### src/hw/rtl/vbs_pkg.sv
// Shared types, constants and fixed-point helpers for the Verlet body store.
// Used by vbs_mul, vbs_store and verlet_body_store_core; depends on nothing.
package vbs_pkg;

  localparam int MAX_BODIES = 256;
  localparam int IDX_W      = $clog2(MAX_BODIES);
  localparam int CNT_W      = $clog2(MAX_BODIES + 1);

  localparam int PROD_W = 48;

  typedef enum logic [1:0] {
    FUNC_STEP = 2'd0,
    FUNC_SET  = 2'd1,
    FUNC_ADD  = 2'd2,
    FUNC_READ = 2'd3
  } func_e;

  localparam logic [1:0] CFG_BODIES  = 2'd0;
  localparam logic [1:0] CFG_TSTEP   = 2'd1;
  localparam logic [1:0] CFG_GRAVITY = 2'd2;

  localparam logic [15:0] TSTEP_RESET = 16'd1092;

  typedef enum logic [2:0] {
    S_IDLE,
    S_DT,
    S_RD,
    S_MX,
    S_MY,
    S_WB,
    S_DONE
  } state_e;

  typedef struct packed {
    logic signed [31:0] cur_x;
    logic signed [31:0] cur_y;
    logic signed [31:0] prev_x;
    logic signed [31:0] prev_y;
    logic signed [31:0] acc_x;
    logic signed [31:0] acc_y;
  } body_t;

  typedef struct packed {
    logic             we;
    logic [IDX_W-1:0] addr;
    body_t            row;
  } store_wr_t;

  // Clamp a widened sum to signed 32 bits.
  function automatic logic signed [31:0] sat32(input logic signed [34:0] v);
    logic signed [31:0] r;
    if ((v[34:31] == 4'b0000) || (v[34:31] == 4'b1111)) begin
      r = v[31:0];
    end else if (v[34]) begin
      r = 32'sh8000_0000;
    end else begin
      r = 32'sh7FFF_FFFF;
    end
    return r;
  endfunction

  // 2*pos - prev + acc*dt^2, product rounded half up to Q16.16, saturated.
  function automatic logic signed [31:0] advance(input logic signed [31:0] pos,
                                                 input logic signed [31:0] prev,
                                                 input logic signed [PROD_W-1:0] p);
    logic signed [PROD_W-1:0] t;
    logic signed [31:0]       term;
    logic signed [34:0]       sum;
    t    = p + 48'sd32768;
    term = t[47:16];
    sum  = (35'(pos) <<< 1) - 35'(prev) + 35'(term);
    return sat32(sum);
  endfunction

endpackage

### src/hw/rtl/vbs_mul.sv
// Shared signed multiplier for the body store: 32-bit signed by 16-bit unsigned,
// product registered. Depends on vbs_pkg.
module vbs_mul
  import vbs_pkg::*;
(
  input  logic                     clk_i,
  input  logic signed [31:0]       a_i,
  input  logic        [15:0]       b_i,
  output logic signed [PROD_W-1:0] p_o
);

  // the full product of a signed 32-bit and an unsigned 16-bit operand fits 48 bits
  logic signed [PROD_W-1:0] prod;
  logic signed [PROD_W-1:0] p_q;

  assign prod = a_i * $signed({1'b0, b_i});

  always_ff @(posedge clk_i) begin
    p_q <= prod;
  end

  assign p_o = p_q;

endmodule

### config.mk
export PLATFORM = sky130hd
export DESIGN_NAME = vbs_mul
export DESIGN_NICKNAME = d
export VERILOG_FILES = /design/src/hw/rtl/vbs_pkg.sv /design/src/hw/rtl/vbs_mul.sv
export SDC_FILE = /design/constraint.sdc
export NUM_CORES = 1
export LEC_CHECK = 0
export ABC_CLOCK_PERIOD_IN_PS = 17960
export BUFFER_PORTS_ARGS = -buffer_cell sky130_fd_sc_hd__buf_2
export CELL_PAD_IN_SITES_DETAIL_PLACEMENT = 1
export CELL_PAD_IN_SITES_GLOBAL_PLACEMENT = 2
export CORE_ASPECT_RATIO = 1.1
export CORE_MARGIN = 4
export CORE_UTILIZATION = 45
export CTS_CLUSTER_SIZE = 10
export DETAILED_ROUTE_END_ITERATION = 10
export GPL_TIMING_DRIVEN = 1
export PLACE_DENSITY_LB_ADDON = 0.1
export SLEW_MARGIN = 20
export SYNTH_ARGS = -nofsm -noshare
export SYNTH_HDL_FRONTEND = slang
export SYNTH_SLANG_ARGS = --single-unit
### constraint.sdc
create_clock -name clk_i -period 17.96 [get_ports clk_i]
set_input_delay 4.49 -clock clk_i [delete_from_list [all_inputs] [get_ports clk_i]]
set_output_delay 4.49 -clock clk_i [all_outputs]
set_load 0.02 [all_outputs]
Yosys cells after proc, flatten, opt, wreduce, memory -nomap -nowiden

Cells that the tools add are included.
Widths: inputs -> output; s select.

Bits of input ports: 49
Flip-flop bits (word level): 48

Multiply operators: 1

Operators with widths:

| kind           | count |
|---|---|
| $mul 32x17->48 | 1 |

Longest topological paths before layout

Gate-level depths: netlist (run 1).

Depth after elaboration: 1
Gate-level depth with buffers: 24

Worst setup path before layout (run 1)

OpenSTA, ideal clock, no wires.

Kind: input to register
Start: input port b_i[8]
End: register p_q[44] (netlist: p_o[44])
Setup time: 0.120 ns
Stages on the path: 23
Data arrival time: 9.907 ns
Required time: 17.840 ns
Slack: 7.932 ns
Cells stage by stage: clkbuf_1 nand2_1 fa_1 inv_1 fa_1 inv_1 fa_1 inv_1 fa_1 fa_1 inv_1 fa_1 inv_1 ha_1 and3_1 o211ai_2 a21oi_2 o21ba_4 a31oi_4 o21ba_4 o41ai_4 a31oi_1 xnor2_1

Longest elaborated chain between the ends: 1

RTL lines:

| what                 | RTL line      | text |
|---|---|---|
| start, declared      | vbs_mul.sv:8  | `input logic [15:0] b_i,` |
| $mul 32x17->48       | vbs_mul.sv:16 | `assign prod = a_i * $signed({1'b0, b_i});` |
| via prod[44]         | vbs_mul.sv:13 | `logic signed [PROD_W-1:0] prod;` |
| end signal, assigned | vbs_mul.sv:19 | `p_q <= prod;` |
| end, declared        | vbs_mul.sv:14 | `logic signed [PROD_W-1:0] p_q;` |

The timed path passes the listed nets, and every way through them passes these cells.

Final worst setup path (run 1)

Start: input port b_i[3]
End: register p_q[45] (netlist: p_o[45])

The elaborated chain is that of the path after synthesis.

==> metrics, run 1 <==
initial antenna violation count 1; Die ar. 45250 µm²; fin crit share 0.6143; post-detailed-route count of antenna-violating nets 0; Starting Density 0.4557; Final Hold Vio Count 0; Hold WC Path Type in2reg; post-synth cell types 57; drt drc 0; # resized after CTS 0; Hold Path Sink p_o[0]; Syn. warnings 0; Max-cap violations 0; htree depth 2; Detailed Place HPWL 42590 µm; Synth-to-Final Area Change 5.354%; hold-critical path depth 2; final wirelength 53960 µm; vias in the first global route 15863; worst-path cell chain buf_2 -> nand2_1 -> fa_1 -> fa_1 -> fa_1 -> inv_1 -> fa_1 -> fa_1 -> inv_1 -> fa_1 -> inv_1 -> ha_1 -> and3_4 -> o211ai_1 -> a31o_1 -> a2111oi_2 -> o21ai_2 -> a21oi_4 -> a221oi_2 -> nor2b_1 -> xnor2_1; Crit path max-delay family adder cells; Mapped Area 18860 µm²; Slew headroom 0.3951; Vias per Instance just over 5; WP data arrival 11270 ps; RSZ-0062 raised after global routing false; Most common cell on crit path fa_1; largest net degree at the start of global routing 33; IO Port Bufs 96; worst-margin pin slew 907.4 ps; Final Max Tran Viols 0; worst-case clock buffer depth 2; core area roughly 41000 µm²; hold_sp a_i[0]; final RePlAce weighted congestion 0.8161; Mapped Cells around 2100; Largest register FFs 48; Main synth FF type dfxtp_1; synth cell count leaders inv_1 (571), fa_1 (484), nand2_1 (300), and2_1 (227), ha_1 (114); Crit. Startpoint b_i[3]; Post-CTS Setup Bufs 0; GR Overflow Total 0; Top Ports 97; Seq/Total Area, Yosys 0.05096; nets 2728; slowest cell delay on critical path ~790 ps; WL per Instance 20.42 µm; kind of critical path in2reg; share of cells above drive strength 1 0.06484; CP endpoint kind flip-flop; first-pass GRT wire length about 88000 µm; die height 222.7 µm; Buf/Inv on CP 4; syn_area_per_cell 9.150 µm²; Fmax just over 0.09 GHz; status completed; Diodes inserted 0; count of flip-flops with a built-in enable after synthesis 0; clk sink count 48; hold buffer count at cts 0; endpoints failing setup 0; clock root buffer master clkbuf_16; register bit total from synthesis 48; Post-Syn Nets 2708; leading area contributor after synthesis fa_1; DRT Pass-1 Iters 4; CP Max Fanout 32; Required @ worst endpoint 18200 ps; gr usage total 0.2523; vias 13417; Final Worst Setup Slack 6927 ps; most common cell in the netlist inv_1; 1st-iter DRT viols 605; Clock transition at path regs roughly 80 ps; crit path launch type input pin; Placement Setup Slack 6530 ps; synth top area cells fa_1 (51%), inv_1 (11%), ha_1 (7.6%), and2_1 (7.5%), nand2_1 (6.0%); Die X 203.2 µm; total CTS buffers 5; TritonCTS clock tree built; setup_tns 0 ps; Period minus WS final 11030 ps; ys async rst share 0; fin util 0.4801; crit path max-delay cell type a2111oi_2; Site Rows 78; Synth top area share 0.5138
layout by cell type (no fill, tap or decap), types with 5 or more instances in the layout:
cell type / instances
a31oi_1: 5
buf_2: 96
xor2_1: 15
nand3_1: 5
and3_1: 7
nand4_1: 6
a21oi_1: 35
dfxtp_1: 48
fa_1: 484
o21ai_0: 12
nand2b_1: 6
and2_1: 227
a21oi_2: 5
nor2_1: 18
nor2b_1: 9
xnor2_1: 38
clkbuf_16: 5
inv_1: 571
nor3_1: 5
ha_1: 114
a21o_1: 20
nand2_1: 300
layer usage:
layer | vias up | global-route usage | wire, µm
met3 | 71 | 0.04423 | 2583
met2 | 297 | 0.4399 | 27510
met5 | - | 0 | 12
met4 | 2 | 0.05811 | 1202
li1 | 5893 | - | -
met1 | 7154 | 0.3296 | 22660
stage by stage:
step,hold slack (ps),area [µm²],cells
floorplan,4612,18860,2061
global placement,4907,19720,2634
detailed placement,4907,19720,2634
CTS,4622,19870,2642
global route,4672,19870,2642
finish,4626,19870,2642
worst max path at each step:
stage | endpoint | slack [ps] | cells after the start
after detailed placement | p_o[46] | 6530 | 23
after floorplan | p_o[44] | 7930 | 23
after global routing | p_o[45] | 6550 | 22
after CTS | p_o[46] | 6920 | 23
final | p_o[45] | 6930 | 21
after global placement | p_o[46] | 6610 | 23
cell type report:
type	count	area [µm²]
Clock buffer	5	125.1
Sequential cell	48	960.9
Inverter	571	2143
Fill cell	4862	21510
Multi-Input combinational cell	1359	15440
Clock inverter	3	18.77
Tap cell	560	700.7
Timing Repair Buffer	96	480.5
cell families after synthesis:
group,count (synthesis),share of synthesized area
flops,48,0.05096
buf+inv,654,0.1304
simple gates,591,0.1538
xor+xnor,53,0.02462
fa+ha+maj,598,0.5894
compound gates,117,0.05082
Power of run 1 is not shown: default switching activity piles up to over one toggle a cycle in this logic, so the estimate is an artifact.
==> run 2: changes to the inputs <==
ABC_AREA = 1   (was unset)
ABC_CLOCK_PERIOD_IN_PS = 10800   (was 17960)
CORE_UTILIZATION = 38   (was 45)
clock period = 10.8 ns   (was 17.96 ns; I/O delays follow)
==> metrics, run 2 <==
kind of critical path in2reg; Placed Area 21710 µm²; synth cell count leaders inv_1 (958), nand2_1 (882), fa_1 (484), ha_1 (114), clkbuf_1 (112); Site Rows between 80 and 90; final RePlAce weighted congestion 0.8722; post-detailed-route count of antenna-violating nets 0; Vias per Instance 4.654; Die X 230.7 µm; synth top area cells fa_1 (47%), inv_1 (17%), nand2_1 (16%), ha_1 (6.9%), dfxtp_1 (4.6%); status completed; worst-case clock buffer depth 2; core area 53790 µm²; most common cell in the netlist inv_1; vias in the first global route 19564; Main synth FF type dfxtp_1; htree depth 2; crit path launch type input pin; Synth top area share 0.4675; gr usage total 0.2361; Largest register FFs 48; fillers approximately 7000; Required @ worst endpoint 11010 ps; Period minus WS final 8607 ps; commonest non-fill, non-tap cell in the layout inv_1; first-pass GRT wire length 107100 µm; crit path max-delay cell type fa_1; Clock transition at path regs 80 ps; Die ar. 58340 µm²; RSZ-0062 raised after global routing false; GR Overflow Total 0; drt drc 0; Starting Density 0.3853; TritonCTS clock tree built; register bit total from synthesis 48; vias about 17000; WL per Instance 18.62 µm; largest net degree at the start of global routing 33; Post-Syn Nets 3481; ys async rst share 0; Mapped Area between 20000 and 25000 µm²; leading area contributor after synthesis fa_1; Final Max Tran Viols 0; die height 252.9 µm; worst-margin pin slew 1021 ps; CP Max Fanout 32; count of flip-flops with a built-in enable after synthesis 0; CP endpoint kind flip-flop; Top Ports 97; Fmax 0.1162 GHz; # resized after CTS 0; Syn. warnings 0; share of cells above drive strength 1 0.04950; Hold WC Path Type in2reg; syn_area_per_cell 7.313 µm²; slowest cell delay on critical path 810 ps; Synth-to-Final Area Change 5.572%; Detailed Place HPWL 56270 µm; initial antenna violation count 1; total CTS buffers 5; endpoints failing setup 0; Final Hold Vio Count 0; Final Cell Area about 22000 µm²; WP data arrival just under 9000 ps; worst-path cell chain buf_2 -> nand2_1 -> fa_1 -> inv_1 -> fa_1 -> inv_1 -> fa_1 -> fa_1 -> inv_1 -> fa_1 -> inv_1 -> fa_1 -> inv_1 -> ha_1 -> nand2_1 -> inv_1 -> nand2_1 -> nor2_1 -> nand2_1 -> nor2_1 -> nand2_1 -> nand4_1 -> nand2_1; 1st-iter DRT viols 552; nets around 3500; post-synth cell types 26; hold buffer count at cts 0; Slew headroom 0.3194; final wirelength roughly 66000 µm; Mapped Cells 2834; IO Port Bufs 96; fin crit share 0.7970; commonest non-fill, non-tap cells in the layout inv_1 (958), nand2_1 (882), fa_1 (484); clock root buffer master clkbuf_16; Seq/Total Area, Yosys 0.04637; DRT Pass-1 Iters 4; Post-CTS Setup Bufs 0; Max-cap violations 0; clk sink count 48; setup_tns 0 ps
==> run 2: changes by cell type in the layout (fill, tap and decap cells not counted), moves of 18 or more <==
cell	delta
a21o_1	-18
nand3_1	+44
nor2_1	+43
and2_1	-226
xnor2_1	-32
inv_1	+387
nand2_1	+582
==> run 2: area by class of cell <==
cell class,instances,area (µm²),share of cell area
well taps,728,910.9,0.04163
diodes,2,5.005,0.0002287
clock inverters,2,35.03,0.001601
multi-input cells,1709,15720,0.7185
flip-flops and latches,48,960.9,0.04392
inverters,965,3622,0.1656
clock buffers,6,128.9,0.005890
repair buffers,98,495.5,0.02265
==> run 2: cell families after synthesis <==
group | count (synthesis) | synth area share
buffers and inverters | 1077 | 0.1951
and+or+nand+nor | 1038 | 0.1986
adders and majority gates | 598 | 0.5363
DFF | 48 | 0.04637
AOI/OAI and AO/OA | 45 | 0.01183
xor gates and xnor gates | 28 | 0.01183
==> run 2: worst paths after layout <==
check	startpoint	to	depth (start not counted)
max	b_i[2]	p_o[45]	23
min	a_i[0]	p_o[0]	3
==> run 2: worst max-delay path, delay by kind of cell <==
family,cells,cell delay [ps]
adders and majority gates,7,3870
buffers and inverters,7,1180
and+or+nand+nor,9,1030
==> run 2: per-stage QoR <==
step / hold WS, ps / setup slack (ps) / utilization / instances
3_5_place_dp: 3118 / 1812 / 0.4037 / 3548
2_1_floorplan: 2793 / 2826 / - / 2834
6_report: 2836 / 2193 / 0.4068 / 3558
4_1_cts: 2840 / 2128 / 0.4067 / 3556
5_1_grt: 2873 / 1643 / 0.4068 / 3557
3_3_place_gp: 3118 / 1884 / 0.4037 / 3548
==> run 2: layer usage <==
metal  routed length [µm]  GRT usage
met2                36950     0.4705
met5                    0          0
met4                 1787    0.05998
met1                26440     0.2740
met3                 1086    0.01373
Power of run 2 is left out for the same reason.
==> run 3: changes to the inputs <==
ABC_CLOCK_PERIOD_IN_PS = 8850   (was 10800)
clock period = 8.85 ns   (was 10.8 ns; I/O delays follow)
==> metrics, run 3 (synthesized netlist as in run 2, its figures left out) <==
hold buffer count at cts 0; Hold WC Path Type in2reg; Synth-to-Final Area Change 6.049%; Required @ worst endpoint 9070 ps; gr usage total 0.2334; endpoints failing setup 0; WL per Instance 18.30 µm; Max-cap violations 0; post-placement cell count 3561; Period minus WS final 8141 ps; Detailed Place HPWL 56490 µm; Post-CTS Setup Bufs 0; vias 16543; fin crit share 0.9199; Final Hold Vio Count 0; # resized after CTS 0; slowest cell delay on critical path ~800 ps; vias in the first global route 19671; final RePlAce weighted congestion 0.8516; crit path launch type input pin; worst-path cell chain buf_2 -> nand2_1 -> fa_1 -> inv_1 -> fa_1 -> inv_1 -> fa_1 -> fa_1 -> inv_1 -> fa_1 -> inv_1 -> fa_1 -> inv_1 -> ha_1 -> nand2_1 -> inv_1 -> nand3_1 -> nor2_1 -> nand2_1 -> nor2_1 -> nand2_1 -> nand4_1 -> nand2_1; core area between 50000 and 60000 µm²; Top Ports 97; Site Rows 89; Buf/Inv on CP 7; share of cells above drive strength 1 0.05421; final instance count without filler cells 3570; nets 3487; Die ar. approximately 60000 µm²; worst-margin pin slew roughly 900 ps; WP data arrival about 8400 ps; Fmax 0.1228 GHz; worst-case clock buffer depth 2; largest net degree at the start of global routing 33; CP endpoint kind flip-flop; Largest register FFs 48; Die X 230.7 µm; TritonCTS clock tree built; IO Port Bufs 96; fillers just under 7000; commonest non-fill, non-tap cells in the layout inv_1 (958), nand2_1 (882), fa_1 (484); htree depth 2; Clock transition at path regs 90 ps; Placement Setup Slack 405.1 ps; Final Worst Setup Slack 709.3 ps; final wirelength ~65000 µm; initial antenna violation count 2; Crit path max-delay family adder cells; clk sink count 48; crit path max-delay cell type fa_1; post-detailed-route count of antenna-violating nets 0; Slew headroom 0.4154; 1st-iter DRT viols 491; status completed; Starting Density 0.3853; GR Overflow Total 0; Vias per Instance between 4 and 5; setup_tns 0 ps; Storage cell area approximately 960 µm²; commonest non-fill, non-tap cell in the layout inv_1; Final Max Tran Viols 0; clock root buffer master clkbuf_16; die height 252.9 µm; area of the multi-input gates 15720 µm²; CP Max Fanout 32; kind of critical path in2reg; first-pass GRT wire length 106200 µm; drt drc 0; total CTS buffers 5; RSZ-0062 raised after global routing false; DRT Pass-1 Iters 4
==> run 3: routing by layer <==
layer  global-route usage  wire [µm]  part of all wire  up-vias
li1                     -          -                 -     7698
met1               0.2665      25760              0.39     8546
met2               0.4705      36600              0.56      199
met3              0.01721       1343             0.021      100
met4              0.05293       1623             0.025        0
met5                    0          0                 0        -
==> run 3: path summary, 6_finish.rpt <==
kind / from / endpoint / slack (ps) / cells after the start
worst max-delay path: b_i[2] / p_o[46] / 710 / 23
worst min-delay path: a_i[0] / p_o[0] / 2340 / 3
==> run 3: worst min-delay path: stages <==
cell     delay [ps]
buf_2           230
nand2_1         120
inv_1            40
==> run 3: per-stage QoR <==
step | hold WS, ps | cell area [µm²] | utilization
2_1_floorplan | 2306 | 20720 | -
3_3_place_gp | 2630 | 21810 | 0.4055
3_5_place_dp | 2629 | 21810 | 0.4055
4_1_cts | 2336 | 21980 | 0.4086
5_1_grt | 2383 | 21980 | 0.4086
6_report | 2340 | 21980 | 0.4086
==> run 3: final cells by class <==
class,count,area share
multi-input combinational,1709,0.7153
inverter,965,0.1648
sequential,48,0.04372
tap,728,0.04144
timing repair buffer,111,0.02698
clock buffer,5,0.005693
clock inverter,3,0.001936
antenna,1,0.0001139
Power of run 3 is left out for the same reason.
